**src/rtl/tfr_ram.sv**
```systemverilog
// Generic simple dual-port RAM: one write port, one read port, registered read data.
// No dependencies.
`default_nettype none

module tfr_ram #(
	parameter int WIDTH = 16,
	parameter int DEPTH = 256
) (
	input  wire logic                     clk,
	input  wire logic                     we,
	input  wire logic [$clog2(DEPTH)-1:0] waddr,
	input  wire logic [WIDTH-1:0]         wdata,
	input  wire logic                     re,
	input  wire logic [$clog2(DEPTH)-1:0] raddr,
	output logic      [WIDTH-1:0]         rdata
);

	logic [WIDTH-1:0] mem_q [DEPTH];
	logic [WIDTH-1:0] rdata_q;

	always_ff @(posedge clk) begin
		if (we) begin
			mem_q[waddr] <= wdata;
		end
		if (re) begin
			rdata_q <= mem_q[raddr];
		end
	end

	assign rdata = rdata_q;

endmodule

`default_nettype wire

```
**config.mk**
```make
export PLATFORM = sky130hd
export DESIGN_NAME = tfr_ram
export DESIGN_NICKNAME = d
export VERILOG_FILES = /design/src/rtl/tfr_ram.sv
export SDC_FILE = /design/constraint.sdc
export NUM_CORES = 2
export LEC_CHECK = 0
export BUFFER_PORTS_ARGS = -buffer_cell sky130_fd_sc_hd__buf_2
export CELL_PAD_IN_SITES_DETAIL_PLACEMENT = 0
export CELL_PAD_IN_SITES_GLOBAL_PLACEMENT = 1
export CORE_ASPECT_RATIO = 1.4
export CORE_MARGIN = 5
export CORE_UTILIZATION = 50
export DETAILED_ROUTE_END_ITERATION = 6
export GPL_TIMING_DRIVEN = 0
export PLACE_DENSITY = 0.76
export SYNTH_ARGS = -nofsm -noshare
export SYNTH_HDL_FRONTEND = slang
export SYNTH_SLANG_ARGS = --single-unit
export TNS_END_PERCENT = 50
```
**constraint.sdc**
```tcl
create_clock -name clk -period 2.65 [get_ports clk]
set_input_delay 0.3975 -clock clk [delete_from_list [all_inputs] [get_ports clk]]
set_output_delay 0.3975 -clock clk [all_outputs]
set_load 0.03 [all_outputs]
```
==> reports/results.txt <==
Max-slew violation count - 0
Initial Util - 50.1%
Fin crit period - 2.97 ns
Final wirelength - 515000 µm
Via count - 82495
Final hold vios - 0
Synthesized instance count - 7360
Die height - 677 µm
Ratio of final minimum period to clock period - 112%
Die area - 329000 µm²
Least-Margin Pin Slew - 1.36 ns
Yosys top cell area share - 77.7%
P_int - 106 mW
Outcome - complete, but fails checks
FILL cells - 22274
CTS sink cnt - 4112
Clock slew at reported path FFs - 0.06 ns
Post-Syn Nets - 7395
Fin cells - 12565
Clock Skew - 0.0532 ns
Worst vdd ir - 0.668 mV
Number of synthesized flops with an enable pin - 4112
# IOs - 51
Number of port buffers - 40
Post-Place Cells - 11803
Critical Setup Path Class - in -> reg
Worst path slowest cell - nor4_4
Synth area leader - edfxtp_1
H-tree Lvls - 5
Vias in the first global route - 82197
Clock buffer depth - 4
Max Clk Rate - 337 MHz
Area of the multi-input gates - 36200 µm²
Sw power - 30.3 mW
Synthesized cell area - 159000 µm²
CP cell instances - buf_2, clkbuf_2, nand4b_1, nor2_1, clkbuf_2, a22oi_2, nand4_1, nor4_4
Per-cell routed wire length - 41.0 µm
Clk_lat worst skew - 0.95 ns
Overall Global Routing Usage - 31.0%
Seq pwr share - 52.8%
Setup Viol. Count Final - 155
RSZ-0062 raised after global routing - true
HPWL after DPL - 359000 µm
Post-synthesis async set-or-reset flop share - 0%
Most used cell, CP - clkbuf_2
Top cells by area, synth - edfxtp_1, mux4_2, mux2i_1, o221ai_1, nor2_1
Post-synth top flop - edfxtp_1
DP Worst Slack - -3.78 ns
TritonCTS clock tree - done
GP Congestion - 1.01
Total CTS buffers - 381
Max Cap Violations - 0
Failing checks - setup timing
Netlist cell types - 51
Area delta synth->final - 17.1%
Combinational share of power - 6.6%
Hold crit path type - in -> reg
Die X - 486 µm
Largest net degree at the start of global routing - 145
Total congestion overflow - 0
CP max FO - 10
Drt first pass iters - 6
First-pass GRT wire length - 693000 µm
Clk root buf - clkbuf_16
WP buf/inv - 3
Syn_area_per_cell - 21.6 µm²
Vias per inst - 6.57
Storage cell area - 123000 µm²
Pwr per Cell Area - 731 nW/µm²
CP required - 3.33 ns
Core region area - 317000 µm²
Initial DRC count - 10806
CP arrival - 3.65 ns
Final ANT Viol Nets - 0
Critical Path End Type - register
Final Net Count - 8082
Seq/Total Area, Yosys - 77.7%
Final WS setup - -0.318 ns
Layout cells sized above 1 - 31.9%
Initial antenna violation count - 30
Row count - 245
Warnings, synthesis - 0
Largest stage delay on the critical path - 0.64 ns
Crit start category - input port
Leak pwr - 58.6 nW
Worst slew margin - 9.16%
Clock group share of total power - 40.6%
DRC - 0
Flops & latches, synth - 4112
Worst path top cell family by delay - simple AND/OR/NAND/NOR gates
Sw Ratio - 22.3%
==> worst reg2reg max path, cell delays in order (launching register included) <==
cell,delay (ns)
edfxtp_1,0.36
mux4_2,0.51
mux2_2,0.32
a221oi_4,0.54
o31ai_4,0.33
o32ai_4,0.37
nor4_4,0.16
==> Yosys cell counts (2+ instances only) <==
library cell,number
buf_4,26
a221oi_1,28
o21ai_0,37
a21oi_1,175
o32ai_1,20
buf_8,11
and3_1,11
a211oi_1,18
nor4bb_1,2
a21o_1,2
inv_1,3
nor2_1,304
nand4_1,26
buf_2,76
buf_6,77
edfxtp_1,4112
or2_2,4
o22ai_1,148
nor2b_1,9
nor4_1,17
a31oi_1,6
mux2i_1,565
clkbuf_1,230
a22o_1,32
o221ai_1,252
and4_1,2
nand2_1,38
buf_1,27
o31ai_1,16
nand3_1,35
or3_1,2
buf_12,5
a2111oi_0,6
a22oi_1,43
nor3_1,92
nand4b_1,3
mux4_2,797
nand2b_1,3
mux2_2,88
==> sequential cells by signal (all words and copies together), names as in the netlist <==
register,cells
rdata,16
mem_q,4096
==> path summary, 6_finish.rpt <==
path,start,to,slack (ns),cells after the start
hold reg to reg,mem_q[225][5],rdata[5],1.36,6
hold / removal,wdata[4],mem_q[47][4],0.009,1
setup / recovery,raddr[5],rdata[15],-0.32,8
setup reg to reg,mem_q[134][13],rdata[13],-0.25,6
==> metrics by stage <==
stage               hold WS [ns]  utilization, %  total power, mW  area [µm²]  TNS [ns]
floorplan                  0.496               -             76.8      159000         0
global placement           0.808            51.8             81.0      164000         -
detailed placement         0.648            53.2             81.1      169000  -2493.15
CTS                      0.00453            58.4              136      185000    -21.90
global route              0.0132            58.6              139      186000     -8.63
finish                   0.00914            58.6              136      186000    -18.74
==> cell type report <==
class	instances	area share, %
timing repair buffer	305	2.49
clock inverter	246	1.35
clock buffer	443	5.30
multi-input combinational	2792	19.5
tap	4199	2.82
inverter	4	0.0128
buffer	451	2.13
antenna	13	0.0175
sequential	4112	66.4
==> cells in the final DEF (no fill, tap or decap), drive strengths merged, types with 21 or more instances in the layout <==
master    instances
o22ai           148
edfxtp         4112
nand3            35
nor3             92
a22oi            43
nand4            26
a21oi           175
nor2            304
o21ai            38
a22o             32
clkbuf          665
mux4            797
clkinv          163
bufinv           44
a221oi           28
buf             517
mux2             88
o32ai            21
o221ai          253
clkinvlp         29
nand2            38
mux2i           565
==> repair_timing <==
item                                    4_1_cts  5_1_grt
pin swaps                                    88       47
endpoints found under the hold margin       551        0
endpoints found under the setup margin      564      717
gates resized for setup                     853      104
hold buffers                                 14        0
buffers inserted                             30       17
==> metal layers <==
layer / GRT usage, % / routed length [µm]
met1: 36.8 / 170000
met5: 0 / 123
met3: 5.68 / 43500
met4: 23.1 / 48300
met2: 50.7 / 253000
==> logic make-up after synthesis <==
family | Yosys count | synth area share (%)
mux | 1450 | 15.5
buf+inv | 456 | 1.69
flops | 4112 | 77.7
compound gates | 786 | 3.53
simple gates | 556 | 1.57
==> power groups by stage <==
| stage | Combinational, mW | Sequential [mW] | Clock [mW] |
|---|---|---|---|
| floorplan | 3.54 | 73.2 | 0 |
| global placement | 7.61 | 73.4 | 0 |
| detailed placement | 8.00 | 73.2 | 0 |
| CTS | 8.79 | 71.7 | 55.5 |
| global route | 9.07 | 71.7 | 58.2 |
| finish | 8.98 | 71.8 | 55.2 |
(Power assumes the default switching activity.)
