$ cat src/rtl/tfr_pkg.sv
// Shared types and constants for the transposed-form FIR ring.
// No dependencies.
`default_nettype none

package tfr_pkg;

	localparam int ACC_W     = 40;
	localparam int COEF_W    = 16;
	localparam int FRAC_BITS = 15;
	localparam int TAP_W     = 8;
	localparam int IDX_W     = 8;

	typedef logic signed [ACC_W-1:0]  acc_t;
	typedef logic signed [COEF_W-1:0] coef_t;

	typedef enum logic [1:0] {
		FUNC_PUSH  = 2'd0,
		FUNC_COEF  = 2'd1,
		FUNC_CLEAR = 2'd2
	} func_t;

endpackage

`default_nettype wire

$ cat src/rtl/tfr_mac.sv
// Two-stage multiply-accumulate: product register, then add and write-back.
// Depends on tfr_pkg.
`default_nettype none

module tfr_mac #(
	parameter int AW = 8,
	parameter int SW = 16
) (
	input  wire logic                 clk,
	input  wire logic                 arst_n,
	input  wire logic                 issue,
	input  wire logic [AW-1:0]        issue_slot,
	input  wire tfr_pkg::acc_t        acc_rd,
	input  wire tfr_pkg::coef_t       coef_rd,
	input  wire logic signed [SW-1:0] sample,
	output logic                      wr_en,
	output logic [AW-1:0]             wr_addr,
	output tfr_pkg::acc_t             wr_data,
	output logic                      busy
);

	localparam int PW = tfr_pkg::COEF_W + SW;

	logic                 v_s1;
	logic [AW-1:0]        slot_s1;
	logic                 v_s2;
	logic [AW-1:0]        slot_s2;
	logic signed [PW-1:0] prod_s2;
	tfr_pkg::acc_t        acc_s2;

	always_ff @(posedge clk or negedge arst_n) begin
		if (!arst_n) begin
			v_s1 <= 1'b0;
			v_s2 <= 1'b0;
		end else begin
			v_s1 <= issue;
			v_s2 <= v_s1;
		end
	end

	// read data is valid in the s1 cycle
	always_ff @(posedge clk) begin
		slot_s1 <= issue_slot;
		slot_s2 <= slot_s1;
		prod_s2 <= PW'(coef_rd) * PW'(sample);
		acc_s2  <= acc_rd;
	end

	assign wr_en   = v_s2;
	assign wr_addr = slot_s2;
	assign wr_data = acc_s2 + tfr_pkg::acc_t'(prod_s2);
	assign busy    = v_s1 | v_s2;

endmodule

`default_nettype wire

$ cat config.mk
export PLATFORM = sky130hd
export DESIGN_NAME = tfr_mac
export DESIGN_NICKNAME = d
export VERILOG_FILES = /design/src/rtl/tfr_pkg.sv /design/src/rtl/tfr_mac.sv
export SDC_FILE = /design/constraint.sdc
export NUM_CORES = 1
export LEC_CHECK = 0
export ABC_AREA = 1
export BUFFER_PORTS_ARGS = -buffer_cell sky130_fd_sc_hd__buf_2
export CAP_MARGIN = 40
export CORE_UTILIZATION = 27
export DETAILED_ROUTE_END_ITERATION = 8
export SETUP_SLACK_MARGIN = 0.3
export SLEW_MARGIN = 20
export SYNTH_ARGS = -nofsm -noshare
export SYNTH_HDL_FRONTEND = slang
export SYNTH_SLANG_ARGS = --single-unit
$ cat constraint.sdc
create_clock -name clk -period 3.1 [get_ports clk]
set_input_delay 0.31 -clock clk [delete_from_list [all_inputs] [get_ports clk]]
set_output_delay 0.31 -clock clk [all_outputs]
set_load 0.05 [all_outputs]
==> summary.md <==
| Metric | Value |
|---|---|
| # DRC | 0 |
| Post-synth EDFFs | 0 |
| Fin nets | ~3000 |
| Core Util, Final | 0.373 |
| Clock latency on the worst-skew pair | 0.35 ns |
| Max clock buf depth | 2 |
| Hold EP | slot_s1[2]$_DFF_P_ |
| Post-route clock period utilization | 1.55 |
| Largest area contributor in the netlist | fa_1 |
| Fill cells | 5958 |
| Top_reg_cell synth | dfxtp_1 |
| H-tree depth | 3 |
| Reg2reg end | wr_en$_DFF_PN0_ |
| R2R Path Start | v_s1$_DFF_PN0_ |
| Overflow after GRT | 0 |
| Ranking of synthesized cells by area | fa_1, nand2_1, inv_1, dfxtp_1, ha_1 |
| Antenna violations before repair | 0 |
| Clock root buffer | clkbuf_16 |
| Hold path cells | 1 |
| Initial detailed-routing violation count | 723 |
| Via count | 13965 |
| Post-DR vias/cell | 4.23 |
| Initial Utilization | 0.274 |
| First-pass GRT wire length | 74.2 mm |
| Synthesized instance count | 2227 |
| CTS tree | yes |
| Clock-pin slew on the worst setup and hold paths | approximately 0.080 ns |
| Std-Cell Rows | 88 |
| Critical Path AT | 5.04 ns |
| Share of layout cells above drive strength 1 | 0.279 |
| Slew Viols, Final | 0 |
| Max-slew headroom at the worst pin | 0.608 |
| Final hold vios | 0 |
| Inserted Diodes | 0 |
| Number of global-route vias before repair | 14712 |
| Cell with the most instances after synthesis | nand2_1 |
| Critical path launch point type | primary input |
| Total of max-cap violations | 0 |
| # setup viols final | 26 |
| P&R area growth vs syn | 36.2% |
| Routed wire length | 44.6 mm |
| Total negative setup slack | -35.87 ns |
| PortBufs | 132 |
| IO Pins | 133 |
| Ys Warns | 0 |
| GRT Total Usage | 0.156 |
| Largest net degree at the start of global routing | 20 |
| Pre-antenna DRT Iters | 5 |
| Hold_sp | issue_slot[2] |
| Gpl congestion | 0.964 |
| Reg2reg setup slack | 2.62 ns |
| Final WS setup | -1.69 ns |
| WL per Instance | 13.5 um |
| Commonest cells post-synth | nand2_1, inv_1, fa_1 |
| Worst Max-Slew Pin Slew | 0.587 ns |
| Yosys top cell area share | 0.333 |
| Syn Area/Cell | 7.11 sq um |
| Post-synth cell types | 34 |
| Chip width | 244 um |
| Worst reg2reg path depth | 0 |
| Min cycle time layout | 4.79 ns |
| Final Skew | approximately 0.00042 ns |
| Hold crit path type | in -> reg |
| Ys async rst share | 0.0222 |
| Clock buffers created by TritonCTS | 9 |
| Area of the mapped netlist | 15800 sq um |
| # clock sinks | 90 |
| RSZ-0062 raised after global routing | true |
| Die area | around 60000 sq um |
| Syn_nets | 2694 |
| Fin area | 21600 sq um |
| Outcome | finished with violations |
| Core footprint | around 58000 sq um |
| Antenna-violating nets left | 0 |
| Post-DP Area | 18900 sq um |
| Die Ht | 244 um |
| Yosys reg bits | 90 |
| Crit Path Max Fanout | 6 |
| Post-synthesis sequential area ratio | 0.114 |
| Worst setup EP type | flip-flop |
| Failing checks | setup timing |
| Post-DP HPWL | 37.9 mm |
| F_max | 209 MHz |
| Crit Path Category | in -> reg |
| CP Data Required Time | between 3 and 4 ns |
==> layout make-up <==
cell class / count / area [sq um] / share of cell area
clock buffers: 9 / 225 / 0.0104
multi-input cells: 1456 / 13000 / 0.605
inverters: 622 / 2360 / 0.109
well taps: 765 / 957 / 0.0444
flip-flops and latches: 90 / 1810 / 0.0841
clock inverters: 7 / 81.3 / 0.00377
repair buffers: 351 / 3090 / 0.143
==> placed cells by master, fill, tap and decap left out, types with 23 or more instances in the layout <==
cell type    n
ha_1        78
a21oi_1     25
nand2_4     37
buf_12      23
ha_4        35
inv_1      553
buf_6       59
dfxtp_1     86
buf_4      162
fa_1       243
nand3_1     52
nand2_2     42
nor2_1      78
inv_2       59
xor2_1      23
buf_2       86
nor2_4      24
nand2_1    636
==> metal layers <==
| layer | wire length (um) | share of wire | vias to the layer above | global-route usage |
|---|---|---|---|---|
| met3 | 1550 | 0.035 | 48 | 0.0106 |
| met1 | 19700 | 0.44 | 6692 | 0.203 |
| met2 | 22500 | 0.50 | 251 | 0.280 |
| li1 | - | - | 6974 | - |
| met4 | 865 | 0.019 | 0 | 0.0325 |
| met5 | 0 | 0 | - | 0 |
==> critical path, cell delays in order <==
cell and delay (ns):
buf_12 0.12, nand2_4 0.08, inv_4 0.04, fa_2 0.62, fa_2 0.51, buf_4 0.17, fa_2 0.56, fa_1 0.43
fa_1 0.49, inv_1 0.05, fa_1 0.48, inv_2 0.05, ha_4 0.30, nand2_4 0.09, buf_4 0.15, nor3_4 0.22
nand3_2 0.13, nand4_1 0.14, nand2_2 0.07
==> through the flow <==
step | hold slack [ns] | std cells | setup slack (ns)
after global placement | 0.0963 | 3214 | -2.27
final | 0.0498 | 3300 | -1.69
after global routing | 0.0345 | 3300 | -1.86
after detailed placement | 0.0958 | 3214 | -2.37
after CTS | 0.0394 | 3278 | -1.69
after floorplan | 0.0144 | 2227 | -1.87
==> what timing repair did <==
| action | in CTS | in global routing |
|---|---|---|
| setup buffers | 44 | 21 |
| pin swaps | 111 | 90 |
| hold buffers | 1 | 0 |
| setup endpoints to repair | 45 | 53 |
| gates cloned | 3 | 1 |
| hold endpoints to repair | 2 | 0 |
| resized for setup | 308 | 170 |
==> cell families after synthesis <==
family                   count (synthesis)  share of synthesized area
adder cells (fa/ha/maj)                384                      0.428
XOR/XNOR                                37                     0.0205
flip-flops                              90                      0.114
buffers and inverters                  681                      0.161
AND/OR/NAND/NOR                        952                      0.247
AO/OA/AOI/OAI                           83                     0.0287
==> worst max-delay path by stage <==
| stage | slack, ns | end | cells after the start | startpoint |
|---|---|---|---|---|
| after global placement | -2.27 | prod_s2[27]$_DFF_P_ | 17 | sample[7] |
| after CTS | -1.69 | prod_s2[31]$_DFF_P_ | 22 | coef_rd[15] |
| after detailed placement | -2.37 | prod_s2[27]$_DFF_P_ | 20 | coef_rd[15] |
| final | -1.69 | prod_s2[27]$_DFF_P_ | 19 | coef_rd[15] |
| after global routing | -1.86 | prod_s2[31]$_DFF_P_ | 24 | coef_rd[15] |
| after floorplan | -1.87 | prod_s2[31]$_DFF_P_ | 22 | sample[3] |
==> flip-flops by register name, summed over array words and instances (netlist names) <==
| register | count |
|---|---|
| acc_s2 | 40 |
| prod_s2 | 32 |
| slot_s1 | 8 |
| v_s1 | 1 |
| wr_addr | 8 |
| wr_en | 1 |
Power is not shown: default switching activity piles up to over one toggle a cycle in this logic, so the estimate is an artifact.
